**config.mk**
```make
export PLATFORM = sky130hd
export DESIGN_NAME = autofocus_sequence_control_flat
export DESIGN_NICKNAME = d
export VERILOG_FILES = /design/src/afsc_pkg.sv /design/src/afsc_req_if.sv /design/src/afsc_log_if.sv /design/src/afsc_step.sv /design/src/autofocus_sequence_control.sv /design/src/flat_wrapper.sv
export VERILOG_INCLUDE_DIRS = /design/src /design/src/src
export SDC_FILE = /design/constraint.sdc
export NUM_CORES = 1
export LEC_CHECK = 0
export BUFFER_PORTS_ARGS = -buffer_cell sky130_fd_sc_hd__buf_2
export CAP_MARGIN = 15
export CORE_MARGIN = 3
export CORE_UTILIZATION = 60
export DETAILED_ROUTE_END_ITERATION = 12
export PLACE_DENSITY = 0.85
export SLEW_MARGIN = 20
export SYNTH_ARGS = -nofsm -noshare
export SYNTH_HDL_FRONTEND = slang
export SYNTH_SLANG_ARGS = --single-unit
```
**constraint.sdc**
```tcl
create_clock -name i_clk -period 16.1 [get_ports i_clk]
set_input_delay 1.61 -clock i_clk [delete_from_list [all_inputs] [get_ports i_clk]]
set_output_delay 1.61 -clock i_clk [all_outputs]
set_load 0.02 [all_outputs]
```
**src/assert_macros.svh**
```systemverilog
// ----------------------------------------------------------------------------
// Assertion macros
// Shared concurrent assertion wrappers for the autofocus sequencer RTL.
// ----------------------------------------------------------------------------
`ifndef ASSERT_MACROS_SVH
`define ASSERT_MACROS_SVH

// Clocked assertion that is disabled while reset is asserted.
`define AFSC_ASSERT(label, clk, rst_n, prop, msg) \
    label: assert property (@(posedge clk) disable iff (!rst_n) prop) else $error(msg);

// Clocked assertion that is also checked during reset.
`define AFSC_ASSERT_ALWAYS(label, clk, prop, msg) \
    label: assert property (@(posedge clk) prop) else $error(msg);

`endif

```
**src/afsc_pkg.sv**
```systemverilog
`timescale 1ns / 1ps
// ----------------------------------------------------------------------------
// Autofocus sequencer package
// Types, register indexes and widths shared by the autofocus sequencer.
// ----------------------------------------------------------------------------
package afsc_pkg;

    localparam int STEP_BITS = 10;
    localparam int CNT_BITS  = 9;
    localparam int CFG_IDX_BITS  = 2;
    localparam int CFG_DATA_BITS = 16;

    localparam logic [CNT_BITS-1:0] CNT_MAX = '1;
    localparam logic [CNT_BITS-1:0] CNT_ONE = CNT_BITS'(1);

    typedef enum logic [2:0] {
        ST_IDLE    = 3'd0,
        ST_MEAS    = 3'd1,
        ST_MOVE    = 3'd2,
        ST_SETTLE  = 3'd3,
        ST_VERIFY  = 3'd4,
        ST_FOCUSED = 3'd5,
        ST_FAILED  = 3'd6
    } t_state;

    typedef enum logic {
        REQ_TRIGGER = 1'b0,
        REQ_FRAME   = 1'b1
    } t_req;

    typedef enum logic [CFG_IDX_BITS-1:0] {
        CFG_CONF_THRESHOLD = 2'd0,
        CFG_DISP_LIMIT     = 2'd1,
        CFG_RETRY_LIMIT    = 2'd2,
        CFG_ITER_LIMIT     = 2'd3
    } t_cfg_idx;

    typedef struct packed {
        logic [15:0] min_confidence;
        logic [14:0] focus_disparity_limit;
        logic [7:0]  retry_limit;
        logic [7:0]  iteration_limit;
    } t_cfg;

    typedef struct packed {
        t_state                focus_state;
        logic [CNT_BITS-1:0]   retry_count;
        logic [CNT_BITS-1:0]   iteration_count;
        logic [STEP_BITS-1:0]  target_position;
    } t_ctx;

    typedef struct packed {
        logic                  req_type;
        logic [15:0]           frame_number;
        logic [STEP_BITS-1:0]  lens_position_now;
        logic                  lens_busy;
        logic                  estimate_valid;
        logic [15:0]           estimate_confidence;
        logic signed [15:0]    estimate_disparity;
        logic [STEP_BITS-1:0]  mapped_target;
    } t_in_item;

    typedef struct packed {
        logic [15:0]           log_frame;
        logic [2:0]            state_prior;
        logic [2:0]            state_next;
        logic [STEP_BITS-1:0]  log_lens_position;
        logic [STEP_BITS-1:0]  log_target;
        logic signed [15:0]    log_disparity;
        logic [15:0]           log_confidence;
        logic                  move_request;
    } t_out_item;

endpackage

```
**src/afsc_req_if.sv**
```systemverilog
`timescale 1ns / 1ps
// ----------------------------------------------------------------------------
// Autofocus request channel
// Valid/ready channel carrying trigger and frame transactions.
// ----------------------------------------------------------------------------
interface afsc_req_if;
    logic                            valid;
    logic                            ready;
    logic                            req_type;
    logic [15:0]                     frame_number;
    logic [afsc_pkg::STEP_BITS-1:0]  lens_position_now;
    logic                            lens_busy;
    logic                            estimate_valid;
    logic [15:0]                     estimate_confidence;
    logic signed [15:0]              estimate_disparity;
    logic [afsc_pkg::STEP_BITS-1:0]  mapped_target;

    modport source (
        output valid, req_type, frame_number, lens_position_now, lens_busy,
               estimate_valid, estimate_confidence, estimate_disparity, mapped_target,
        input  ready
    );

    modport sink (
        input  valid, req_type, frame_number, lens_position_now, lens_busy,
               estimate_valid, estimate_confidence, estimate_disparity, mapped_target,
        output ready
    );
endinterface

```
**src/afsc_log_if.sv**
```systemverilog
`timescale 1ns / 1ps
// ----------------------------------------------------------------------------
// Autofocus log channel
// Valid/ready channel carrying one log transaction per frame.
// ----------------------------------------------------------------------------
interface afsc_log_if;
    logic                            valid;
    logic                            ready;
    logic [15:0]                     log_frame;
    logic [2:0]                      state_prior;
    logic [2:0]                      state_next;
    logic [afsc_pkg::STEP_BITS-1:0]  log_lens_position;
    logic [afsc_pkg::STEP_BITS-1:0]  log_target;
    logic signed [15:0]              log_disparity;
    logic [15:0]                     log_confidence;
    logic                            move_request;

    modport source (
        output valid, log_frame, state_prior, state_next, log_lens_position,
               log_target, log_disparity, log_confidence, move_request,
        input  ready
    );

    modport sink (
        input  valid, log_frame, state_prior, state_next, log_lens_position,
               log_target, log_disparity, log_confidence, move_request,
        output ready
    );
endinterface

```
**src/afsc_step.sv**
```systemverilog
`timescale 1ns / 1ps
// ----------------------------------------------------------------------------
// Autofocus sequencer step
// Combinational next-state, counter and log logic for one transaction.
// ----------------------------------------------------------------------------
module afsc_step (
    input  afsc_pkg::t_ctx      i_ctx,
    input  afsc_pkg::t_cfg      i_cfg,
    input  afsc_pkg::t_in_item  i_item,
    output afsc_pkg::t_ctx      o_ctx,
    output afsc_pkg::t_out_item o_res
);

    logic                             is_frame;
    logic                             restart;
    logic                             judging;
    logic                             low_conf;
    logic                             near_focus;
    logic [14:0]                      abs_disp;
    logic [afsc_pkg::CNT_BITS-1:0]    retry_inc;
    logic [afsc_pkg::CNT_BITS-1:0]    iter_inc;
    logic                             retry_fail;
    logic                             iter_fail;
    logic                             issue_move;
    afsc_pkg::t_state                 n_state;

    assign is_frame = (i_item.req_type == afsc_pkg::REQ_FRAME);
    assign restart  = !is_frame && ((i_ctx.focus_state == afsc_pkg::ST_IDLE)
                      || (i_ctx.focus_state == afsc_pkg::ST_FOCUSED)
                      || (i_ctx.focus_state == afsc_pkg::ST_FAILED));
    assign judging  = is_frame && ((i_ctx.focus_state == afsc_pkg::ST_MEAS)
                      || (i_ctx.focus_state == afsc_pkg::ST_VERIFY));
    assign low_conf = !i_item.estimate_valid
                      || (i_item.estimate_confidence < i_cfg.min_confidence);

    // The most negative disparity saturates to the largest magnitude.
    always_comb begin
        if (!i_item.estimate_disparity[15]) begin
            abs_disp = i_item.estimate_disparity[14:0];
        end else if (i_item.estimate_disparity[14:0] == 15'd0) begin
            abs_disp = '1;
        end else begin
            abs_disp = 15'(-i_item.estimate_disparity);
        end
    end

    assign near_focus = (abs_disp < i_cfg.focus_disparity_limit);
    assign retry_inc  = (i_ctx.retry_count == afsc_pkg::CNT_MAX)
                        ? i_ctx.retry_count : i_ctx.retry_count + afsc_pkg::CNT_ONE;
    assign iter_inc   = (i_ctx.iteration_count == afsc_pkg::CNT_MAX)
                        ? i_ctx.iteration_count : i_ctx.iteration_count + afsc_pkg::CNT_ONE;
    assign retry_fail = (retry_inc > {1'b0, i_cfg.retry_limit});
    assign iter_fail  = (iter_inc > {1'b0, i_cfg.iteration_limit});
    assign issue_move = judging && !low_conf && !near_focus && !iter_fail;

    always_comb begin
        n_state = i_ctx.focus_state;
        if (!is_frame) begin
            if (restart) begin
                n_state = afsc_pkg::ST_MEAS;
            end
        end else begin
            case (i_ctx.focus_state)
                afsc_pkg::ST_MOVE, afsc_pkg::ST_SETTLE: begin
                    n_state = i_item.lens_busy ? afsc_pkg::ST_SETTLE : afsc_pkg::ST_VERIFY;
                end
                afsc_pkg::ST_MEAS, afsc_pkg::ST_VERIFY: begin
                    if (low_conf) begin
                        if (retry_fail) begin
                            n_state = afsc_pkg::ST_FAILED;
                        end
                    end else if (near_focus) begin
                        n_state = afsc_pkg::ST_FOCUSED;
                    end else if (iter_fail) begin
                        n_state = afsc_pkg::ST_FAILED;
                    end else begin
                        n_state = afsc_pkg::ST_MOVE;
                    end
                end
                default: begin
                    n_state = i_ctx.focus_state;
                end
            endcase
        end
    end

    always_comb begin
        o_ctx             = i_ctx;
        o_ctx.focus_state = n_state;
        if (restart) begin
            o_ctx.retry_count     = '0;
            o_ctx.iteration_count = '0;
        end else if (judging) begin
            if (low_conf) begin
                o_ctx.retry_count = retry_inc;
            end else begin
                o_ctx.retry_count = '0;
                if (!near_focus) begin
                    o_ctx.iteration_count = iter_inc;
                end
            end
        end
        if (issue_move) begin
            o_ctx.target_position = i_item.mapped_target;
        end
    end

    always_comb begin
        o_res.log_frame         = i_item.frame_number;
        o_res.state_prior       = i_ctx.focus_state;
        o_res.state_next        = n_state;
        o_res.log_lens_position = i_item.lens_position_now;
        o_res.log_target        = issue_move ? i_item.mapped_target : i_ctx.target_position;
        o_res.move_request      = issue_move;
        if (judging && i_item.estimate_valid) begin
            o_res.log_disparity  = i_item.estimate_disparity;
            o_res.log_confidence = i_item.estimate_confidence;
        end else begin
            o_res.log_disparity  = '0;
            o_res.log_confidence = '0;
        end
    end

endmodule

```
**src/autofocus_sequence_control.sv**
```systemverilog
`timescale 1ns / 1ps
// ----------------------------------------------------------------------------
// Autofocus sequence control
// Phase-detect autofocus sequencer with a registered request stage and a
// registered log output.
// ----------------------------------------------------------------------------
// A request transaction is taken into an input register and judged from it
// against the sequencer state, so the block accepts one transaction every
// cycle unless stalled; a frame's log transaction is registered in the log
// output register as the frame is judged. The rate is set by the single
// request register and the log output register; the block stalls only while a
// finished log transaction waits on the output and the next frame needs that
// register. Trigger transactions produce no log. Configuration writes take effect at once.
`include "assert_macros.svh"

module autofocus_sequence_control (
    input  logic                                  i_clk,
    input  logic                                  i_rst_n,
    input  logic                                  i_cfg_we,
    input  logic [afsc_pkg::CFG_IDX_BITS-1:0]     i_cfg_idx,
    input  logic [afsc_pkg::CFG_DATA_BITS-1:0]    i_cfg_data,
    afsc_req_if.sink                              i_req,
    afsc_log_if.source                            o_log
);

    afsc_pkg::t_cfg      r_cfg;
    afsc_pkg::t_ctx      r_ctx;
    afsc_pkg::t_ctx      n_ctx;
    afsc_pkg::t_in_item  r_item;
    afsc_pkg::t_in_item  in_item;
    afsc_pkg::t_out_item r_out;
    afsc_pkg::t_out_item n_out;
    logic                r_item_valid;
    logic                r_out_valid;
    logic                item_is_frame;
    logic                advance;
    logic                take;

    assign in_item.req_type            = i_req.req_type;
    assign in_item.frame_number        = i_req.frame_number;
    assign in_item.lens_position_now   = i_req.lens_position_now;
    assign in_item.lens_busy           = i_req.lens_busy;
    assign in_item.estimate_valid      = i_req.estimate_valid;
    assign in_item.estimate_confidence = i_req.estimate_confidence;
    assign in_item.estimate_disparity  = i_req.estimate_disparity;
    assign in_item.mapped_target       = i_req.mapped_target;

    assign item_is_frame = (r_item.req_type == afsc_pkg::REQ_FRAME);
    assign advance       = r_item_valid && (!item_is_frame || !r_out_valid || o_log.ready);
    assign i_req.ready   = !r_item_valid || advance;
    assign take          = i_req.valid && i_req.ready;

    afsc_step u_step (
        .i_ctx  (r_ctx),
        .i_cfg  (r_cfg),
        .i_item (r_item),
        .o_ctx  (n_ctx),
        .o_res  (n_out)
    );

    always_ff @(posedge i_clk) begin
        if (!i_rst_n) begin
            r_cfg.min_confidence        <= 16'd32768;
            r_cfg.focus_disparity_limit <= 15'd128;
            r_cfg.retry_limit           <= 8'd3;
            r_cfg.iteration_limit       <= 8'd5;
        end else if (i_cfg_we) begin
            case (i_cfg_idx)
                afsc_pkg::CFG_CONF_THRESHOLD: r_cfg.min_confidence        <= i_cfg_data;
                afsc_pkg::CFG_DISP_LIMIT:     r_cfg.focus_disparity_limit <= i_cfg_data[14:0];
                afsc_pkg::CFG_RETRY_LIMIT:    r_cfg.retry_limit           <= i_cfg_data[7:0];
                afsc_pkg::CFG_ITER_LIMIT:     r_cfg.iteration_limit       <= i_cfg_data[7:0];
                default: begin
                    r_cfg <= r_cfg;
                end
            endcase
        end
    end

    always_ff @(posedge i_clk) begin
        if (!i_rst_n) begin
            r_ctx.focus_state     <= afsc_pkg::ST_IDLE;
            r_ctx.retry_count     <= '0;
            r_ctx.iteration_count <= '0;
            r_ctx.target_position <= '0;
            r_item_valid          <= 1'b0;
            r_out_valid           <= 1'b0;
        end else begin
            if (advance) begin
                r_ctx <= n_ctx;
            end
            if (take) begin
                r_item_valid <= 1'b1;
            end else if (advance) begin
                r_item_valid <= 1'b0;
            end
            if (advance && item_is_frame) begin
                r_out_valid <= 1'b1;
            end else if (o_log.ready) begin
                r_out_valid <= 1'b0;
            end
        end
    end

    always_ff @(posedge i_clk) begin
        if (take) begin
            r_item <= in_item;
        end
        if (advance && item_is_frame) begin
            r_out <= n_out;
        end
    end

    assign o_log.valid             = r_out_valid;
    assign o_log.log_frame         = r_out.log_frame;
    assign o_log.state_prior       = r_out.state_prior;
    assign o_log.state_next        = r_out.state_next;
    assign o_log.log_lens_position = r_out.log_lens_position;
    assign o_log.log_target        = r_out.log_target;
    assign o_log.log_disparity     = r_out.log_disparity;
    assign o_log.log_confidence    = r_out.log_confidence;
    assign o_log.move_request      = r_out.move_request;

    `AFSC_ASSERT(a_stall_holds_frame, i_clk, i_rst_n, (r_item_valid && item_is_frame && r_out_valid && !o_log.ready) |=> r_item_valid, "Stalled frame left the request register.")
    `AFSC_ASSERT(a_move_enters_moving, i_clk, i_rst_n, (r_out_valid && r_out.move_request) |-> (r_out.state_next == afsc_pkg::ST_MOVE), "Move issued without entering the moving state.")
    `AFSC_ASSERT(a_retry_bounded, i_clk, i_rst_n, (r_ctx.retry_count <= 9'd256) && (r_ctx.iteration_count <= 9'd256), "Sequencer counter ran past its limit range.")
    `AFSC_ASSERT_ALWAYS(a_reset_empty, i_clk, $past(!i_rst_n) |-> (!r_out_valid && !r_item_valid), "Pipeline not empty after reset.")

endmodule
```
**src/flat_wrapper.sv**
```systemverilog
// flat-port wrapper written by rule: the top's interface ports become plain ports
module autofocus_sequence_control_flat 
  (i_clk, i_rst_n, i_cfg_we, i_cfg_idx, i_cfg_data, i_req_valid, i_req_req_type, i_req_frame_number, i_req_lens_position_now, i_req_lens_busy, i_req_estimate_valid, i_req_estimate_confidence, i_req_estimate_disparity, i_req_mapped_target, i_req_ready, o_log_valid, o_log_log_frame, o_log_state_prior, o_log_state_next, o_log_log_lens_position, o_log_log_target, o_log_log_disparity, o_log_log_confidence, o_log_move_request, o_log_ready);
  afsc_req_if i_req_i ();
  afsc_log_if o_log_i ();
  input  logic i_clk;
  input  logic i_rst_n;
  input  logic i_cfg_we;
  input  logic [afsc_pkg::CFG_IDX_BITS-1:0] i_cfg_idx;
  input  logic [afsc_pkg::CFG_DATA_BITS-1:0] i_cfg_data;
  input wire logic [$bits(i_req_i.valid)-1:0] i_req_valid;
  input wire logic [$bits(i_req_i.req_type)-1:0] i_req_req_type;
  input wire logic [$bits(i_req_i.frame_number)-1:0] i_req_frame_number;
  input wire logic [$bits(i_req_i.lens_position_now)-1:0] i_req_lens_position_now;
  input wire logic [$bits(i_req_i.lens_busy)-1:0] i_req_lens_busy;
  input wire logic [$bits(i_req_i.estimate_valid)-1:0] i_req_estimate_valid;
  input wire logic [$bits(i_req_i.estimate_confidence)-1:0] i_req_estimate_confidence;
  input wire logic [$bits(i_req_i.estimate_disparity)-1:0] i_req_estimate_disparity;
  input wire logic [$bits(i_req_i.mapped_target)-1:0] i_req_mapped_target;
  output wire logic [$bits(i_req_i.ready)-1:0] i_req_ready;
  output wire logic [$bits(o_log_i.valid)-1:0] o_log_valid;
  output wire logic [$bits(o_log_i.log_frame)-1:0] o_log_log_frame;
  output wire logic [$bits(o_log_i.state_prior)-1:0] o_log_state_prior;
  output wire logic [$bits(o_log_i.state_next)-1:0] o_log_state_next;
  output wire logic [$bits(o_log_i.log_lens_position)-1:0] o_log_log_lens_position;
  output wire logic [$bits(o_log_i.log_target)-1:0] o_log_log_target;
  output wire logic [$bits(o_log_i.log_disparity)-1:0] o_log_log_disparity;
  output wire logic [$bits(o_log_i.log_confidence)-1:0] o_log_log_confidence;
  output wire logic [$bits(o_log_i.move_request)-1:0] o_log_move_request;
  input wire logic [$bits(o_log_i.ready)-1:0] o_log_ready;
  assign i_req_i.valid = i_req_valid;
  assign i_req_i.req_type = i_req_req_type;
  assign i_req_i.frame_number = i_req_frame_number;
  assign i_req_i.lens_position_now = i_req_lens_position_now;
  assign i_req_i.lens_busy = i_req_lens_busy;
  assign i_req_i.estimate_valid = i_req_estimate_valid;
  assign i_req_i.estimate_confidence = i_req_estimate_confidence;
  assign i_req_i.estimate_disparity = i_req_estimate_disparity;
  assign i_req_i.mapped_target = i_req_mapped_target;
  assign i_req_ready = i_req_i.ready;
  assign o_log_valid = o_log_i.valid;
  assign o_log_log_frame = o_log_i.log_frame;
  assign o_log_state_prior = o_log_i.state_prior;
  assign o_log_state_next = o_log_i.state_next;
  assign o_log_log_lens_position = o_log_i.log_lens_position;
  assign o_log_log_target = o_log_i.log_target;
  assign o_log_log_disparity = o_log_i.log_disparity;
  assign o_log_log_confidence = o_log_i.log_confidence;
  assign o_log_move_request = o_log_i.move_request;
  assign o_log_i.ready = o_log_ready;
  autofocus_sequence_control u_core (.i_clk(i_clk), .i_rst_n(i_rst_n), .i_cfg_we(i_cfg_we), .i_cfg_idx(i_cfg_idx), .i_cfg_data(i_cfg_data), .i_req(i_req_i), .o_log(o_log_i));
endmodule
```
======== Word level (Yosys, flattened, before mapping) ========
Index checks and enable logic that the tools add are counted.
word-level totals
  bits in registers ....................... 226
  input port bits ......................... 94
  output and inout port bits .............. 77
  logic and storage cells ................. 105
cells by class
  add/subtract/negate cells ............... 3
  magnitude comparators ................... 4
  equality and inequality tests ........... 13
  mux-type cells .......................... 22
  reduce and logical (&&, ||, !) cells .... 37
operators with widths
  kind                 count
  $mux 9               5
  $mux 18              2
  $mux 15              2
  $mux 3               7
  $add 9x1->9 const B  2
  $eq 9x9->1 const B   2
  $gt 9x8->1           2
  $lt 16x16->1         1
  $logic_not 15->1     1
  $lt 15x15->1         1
  $neg 15->15          1
  $mux 10              1
  $reduce_and 2->1     5
  $eq 3x3->1 const B   3
  $logic_and 1x1->1    9
  $logic_not 1->1      7
  $logic_or 1x1->1     7
  $eq 3x2->1 const B   2
  $pmux 3 s2           1
  $reduce_bool 2->1    3
  $eq 2x2->1 const B   2
  $mux 1               4
  $ne 2x2->1 const B   2
  $reduce_and 4->1     1
  5 further kinds      6

======== Longest topological paths before layout ========
  depth after elaboration ................. 8
  depth in mapped cells ................... 16

======== By module ========
From an unflattened synthesis, not the netlist that was laid out.
unflattened totals
  cell total of the unflattened synthesis .. 963
  area total of the unflattened synthesis .. 10700.3 µm²
by module, submodules not included
  module                      times used  cells an instance  area an instance (µm²)  sequential area each (µm²)
  autofocus_sequence_control  1           491                7514.7                  5985.7
  afsc_step                   1           472                3185.6                  0.0

======== Worst setup path before layout ========
Ideal clock, no wire load.
  kind .................................... input-to-reg
  start point ............................. in o_log_ready
  end point ............................... reg u_core.r_item, in the netlist u_core.item_is_frame (enable)
  data arrival time ....................... 5271 ps
  setup slack ............................. 10286 ps
  cell stages on the path ................. 2
  path buffers ............................ 0
  cells stage by stage .................... nor2b_1 -> a31oi_1
on the way
  word-level cells in the longest chain between the ends .. 4
RTL lines
  item                  line                               RTL
  from (decl)           flat_wrapper.sv:30                 input wire logic [$bits(o_log_i.ready)-1:0] o_log_ready;
  $logic_or 1x1->1      autofocus_sequence_control.sv:49   assign advance = r_item_valid && (!item_is_frame || !r_out_valid || o_log.ready);
  $logic_and 1x1->1     autofocus_sequence_control.sv:49
  $logic_or 1x1->1      autofocus_sequence_control.sv:50   assign i_req.ready = !r_item_valid || advance;
  $logic_and 1x1->1     autofocus_sequence_control.sv:51   assign take = i_req.valid && i_req.ready;
  via u_core.take       autofocus_sequence_control.sv:37   logic take;
  to (signal assigned)  autofocus_sequence_control.sv:107  r_item <= in_item;
  to (decl)             autofocus_sequence_control.sv:29   afsc_pkg::t_in_item r_item;
The timed path passes the listed nets, and every way through them passes these cells.
A chain may end at the register's enable or synchronous reset.

==> results.md <==
- Setup repair after global routing left no endpoint under its margin.
- Summed over all layers, the global routing overflow is 0.
- Each instance of the synthesized netlist takes up on average 11.54 sq um.
- By count the netlist is led by sky130_fd_sc_hd__nand2_1, sky130_fd_sc_hd__edfxtp_1, sky130_fd_sc_hd__dfxtp_1, sky130_fd_sc_hd__a21oi_1, sky130_fd_sc_hd__inv_1.
- The smallest clock period supported by the final layout is computed as 5.214 ns.
- The most common cell in the netlist is sky130_fd_sc_hd__nand2_1.
- CTS built an H-tree with a depth of 1.
- Synthesis produced a netlist whose cell count is 844.
- Pin placement for this block handled 171 I/O pins.
- The number of buffers created by CTS is 24.
- Data on the critical path arrives at its endpoint at 5.46 ns.
- The portion of the clock cycle consumed by the worst path in the final layout is 32.38%.
- Data on the critical path is required at its endpoint by 16.35 ns.
- The final-layout setup total negative slack is 0 ns.
- In this run the power density over the cells is 112.3 mW/mm^2.
- The internal power of the cells totals 1.006 mW.
- The count of unique library cells instantiated by Yosys is 54.
- The final layout contains routed wiring with a total length of 20920 um.
- The run finished with clean final reports.
- The tree built by TritonCTS fans out to 226 sinks.
- Yosys attributes the largest share of cell area to sky130_fd_sc_hd__edfxtp_1, sky130_fd_sc_hd__dfxtp_1, sky130_fd_sc_hd__ha_1, sky130_fd_sc_hd__nand2_1, sky130_fd_sc_hd__a21oi_1.
- The area of the mapped netlist is 0.009739 sq mm.
- The routed wirelength normalized by instance count is 16.87 um.
- On the final layout, the worst clock skew is 0.02173 ns.
- The post-route standard cell area excluding fillers is 0.01157 sq mm.
- The slack of the worst reg-to-reg path is 10.89 ns.
- The number of nets handed over by synthesis was 986.
- The initial antenna violation count is 0.
- The count of cells along the worst register-to-register path is 13.
- In this run, the combinational gates consume 7.4% of the power.
- The share of power burned in registers is 50.3%.
- The worst hold path was traced through 0 stages.
- In this run the power spent charging and discharging nets is 0.2942 mW.
- The path class of the tightest hold or removal check is flip-flop to flip-flop.
- The critical path is of the flip-flop to flip-flop type.
- Along the worst path, the maximum fanout reaches 13.
- The warning count from the yosys run is 0.
- The actual slew at the worst max-slew pin is 1.003 ns.
- The net count reported at finish is 1153.
- Summing the sequential cell areas from Yosys gives 61.46% of the chip area.
- The ratio of cells with drive above 1 in the final layout is 23.52%.
- After detailed routing, the number of vias per cell comes to 5.613.
- Input and output buffers added on the ports amount to 170.
- The remaining max-slew budget at the tightest pin is 33.10%.
- After floorplanning, the core was divided into 45 placement rows.
- The die is 133.4 um tall.
- The core outline area is 0.01554 sq mm.
- The number of setup buffers added after CTS is 0.
- The hold violation count in the final report is 0.
- The switching share of total power is 22.63%.
- The via count of the first global-routing pass is 6767.
- The first-pass GRT wire length is 33330 um.
- The routability congestion estimate is 0.8615.
- Setup violations remaining at the end of the flow were counted as 0.
- The die width is 133.4 um.
- The analysis attributes to cell leakage a power of 4.692 nW.
- Hold repair after CTS inserted 0 buffers.
- The largest net degree at the start of global routing is 77.
- The number of max-slew violations in the final report is 0.
- After clock tree synthesis, the repair step resized 0 gates.
- The post-detailed-route count of antenna-violating nets is 0.
- Once the floorplan was initialized, standard cells occupied 62.67% of the core.
- The total half-perimeter wirelength after legalization and detailed placement is 14160 um.
- The portion of synthesized cell area occupied by the leading cell type is 45.02%.
- In the routed design, unresolved DRC markers number 0.
- The fmax is 191.8 MHz.
- The number of max-cap violations is 0.
- The startpoint of the most critical register-to-register path is u_core.r_item[11].
- STA classifies the critical path endpoint as a flip-flop.
- 0 antenna diodes ended up in the layout.
- In the global route stage, overall resource usage came out at 23.10%.
- The hold path endpoint is u_core.o_log.log_frame[11].
- For the worst-skew pair, the clock arrives at the later sink with an insertion delay of 0.52 ns.
- The clock input transition at the sequential cells of the worst setup and hold paths is 0.06 ns.
- The element type at the critical path start is a flip-flop.
- The peak ir drop on the vdd network is 96.59 uV.
- The first detailed-routing pass ran for 5 iterations.
- The synthesis-to-layout area growth is 18.85%.
- Yosys mapped a number of flops with a built-in enable equal to 146.
- The routed layout has 6960 vias.
- The clock network fraction of design power is 42.3%.
- The area after detailed placement is 0.01077 sq mm.
- For this run, the leading register cell type out of synthesis is sky130_fd_sc_hd__edfxtp_1.
- The maximum number of buffers from clock root to sink is 3.
- The synthesized design spends more area on one cell type than any other, namely sky130_fd_sc_hd__edfxtp_1.
- The clock root buffer master is sky130_fd_sc_hd__clkbuf_16.
- The count of state elements after synthesis is 226.
- The worst min-delay path startpoint is u_core.r_item[65].
- The die covers 0.01780 sq mm.
- In this run the critical register-to-register path is captured at u_core.o_log.log_target[3].
- After synthesis, the share of flip-flops with an asynchronous set or reset is 0%.
- The count of routing violations after the opening detailed-route iteration is 509.
- TritonCTS built the clock tree.
==> cells in the final DEF (no fill, tap or decap), types with 16 or more instances in the layout <==
master,n
sky130_fd_sc_hd__ha_1,48
sky130_fd_sc_hd__nand3_1,18
sky130_fd_sc_hd__nand2_1,149
sky130_fd_sc_hd__clkbuf_16,24
sky130_fd_sc_hd__nor2_1,30
sky130_fd_sc_hd__inv_1,50
sky130_fd_sc_hd__edfxtp_1,146
sky130_fd_sc_hd__buf_2,170
sky130_fd_sc_hd__xor2_1,16
sky130_fd_sc_hd__o21ai_0,23
sky130_fd_sc_hd__and3_1,34
sky130_fd_sc_hd__mux2i_1,17
sky130_fd_sc_hd__a21oi_1,58
sky130_fd_sc_hd__dfxtp_1,80
==> layer usage <==
layer  track usage [%]  up-vias  wire, um
met5                 0        -         0
met4             6.343        0       397
met1             31.68     3320      9100
li1                  -     3361         -
met2             39.00      248     10140
met3             3.285       31      1280
==> cells by family (layout without fill, tap and decap cells) <==
| family | Yosys count | after routing | share of synthesized area (%) |
|---|---|---|---|
| simple gates | 289 | 289 | 14.11 |
| flops | 226 | 226 | 61.46 |
| compound gates | 142 | 142 | 9.134 |
| buf+inv | 84 | 269 | 3.314 |
| fa+ha+maj | 48 | 48 | 6.167 |
| mux | 29 | 29 | 3.481 |
| xor+xnor | 26 | 26 | 2.338 |
==> per-stage QoR <==
step | power [mW] | setup slack [ns] | instances | hold WS, ns | utilization (%)
floorplan | 0.7249 | 10.29 | 844 | 0.4003 | -
global placement | 0.7571 | 11.13 | 1196 | 0.4003 | 69.32
detailed placement | 0.7615 | 10.95 | 1196 | 0.4045 | 69.32
CTS | 1.309 | 10.85 | 1240 | 0.4119 | 74.47
global route | 1.350 | 10.59 | 1240 | 0.4155 | 74.48
finish | 1.300 | 10.89 | 1240 | 0.4058 | 74.48
==> worst max-delay path, stage by stage, from the launching register on <==
cell and delay (ns):
sky130_fd_sc_hd__edfxtp_1 0.46, sky130_fd_sc_hd__inv_1 0.13, sky130_fd_sc_hd__ha_1 0.20, sky130_fd_sc_hd__or4b_1 0.53
sky130_fd_sc_hd__or3_1 0.41, sky130_fd_sc_hd__or4_1 0.65, sky130_fd_sc_hd__nand2_1 0.14, sky130_fd_sc_hd__ha_1 0.15
sky130_fd_sc_hd__nand4_1 0.15, sky130_fd_sc_hd__or3_1 0.41, sky130_fd_sc_hd__o41ai_2 0.63, sky130_fd_sc_hd__and2_2 0.29
sky130_fd_sc_hd__nand3_2 0.36, sky130_fd_sc_hd__mux2_4 0.44
==> worst max path at each step <==
stage | slack (ns) | start | endpoint | cells past startpoint
after floorplan | 10.29 | o_log_ready | u_core.item_is_frame | 2
after global placement | 11.13 | u_core.r_item[10] | u_core.o_log.log_target[2] | 13
after detailed placement | 10.95 | u_core.r_item[11] | u_core.o_log.log_target[3] | 13
after CTS | 10.85 | u_core.r_item[11] | u_core.o_log.log_target[3] | 13
after global routing | 10.59 | u_core.r_item[11] | u_core.o_log.log_target[3] | 13
final | 10.89 | u_core.r_item[11] | u_core.o_log.log_target[3] | 13
==> final cells by class <==
type                       instances  area, sq um
sequential                       226         5986
fill                            1054         3965
multi-input combinational        534         3453
timing repair buffer             174        880.8
clock buffer                      28        625.6
tap                              211        264.0
inverter                          51        191.4
clock inverter                    16        173.9
==> registers in the layout, summed over array words and instances, names as in the netlist <==
signal and count:
u_core.o_log.log_frame 16, u_core.item_is_frame 1, u_core.r_item 70, u_core.o_log.log_lens_position 10, u_core.r_cfg 47, u_core.o_log.log_confidence 16, u_core.r_item_valid 1, u_core.o_log.log_disparity 16
u_core.o_log.valid 1, u_core.o_log.move_request 1, u_core.r_ctx 31, u_core.o_log.log_target 10, u_core.o_log.state_next 3, u_core.o_log.state_prior 3
==> power groups by stage <==
stage	combinational, mW	clock [mW]	sequential, mW
floorplan	0.0557	0	0.669
global placement	0.0921	0	0.665
detailed placement	0.0954	0	0.666
CTS	0.0967	0.558	0.654
global route	0.108	0.586	0.656
finish	0.0966	0.549	0.654
Power figures use the tool's default switching activity.
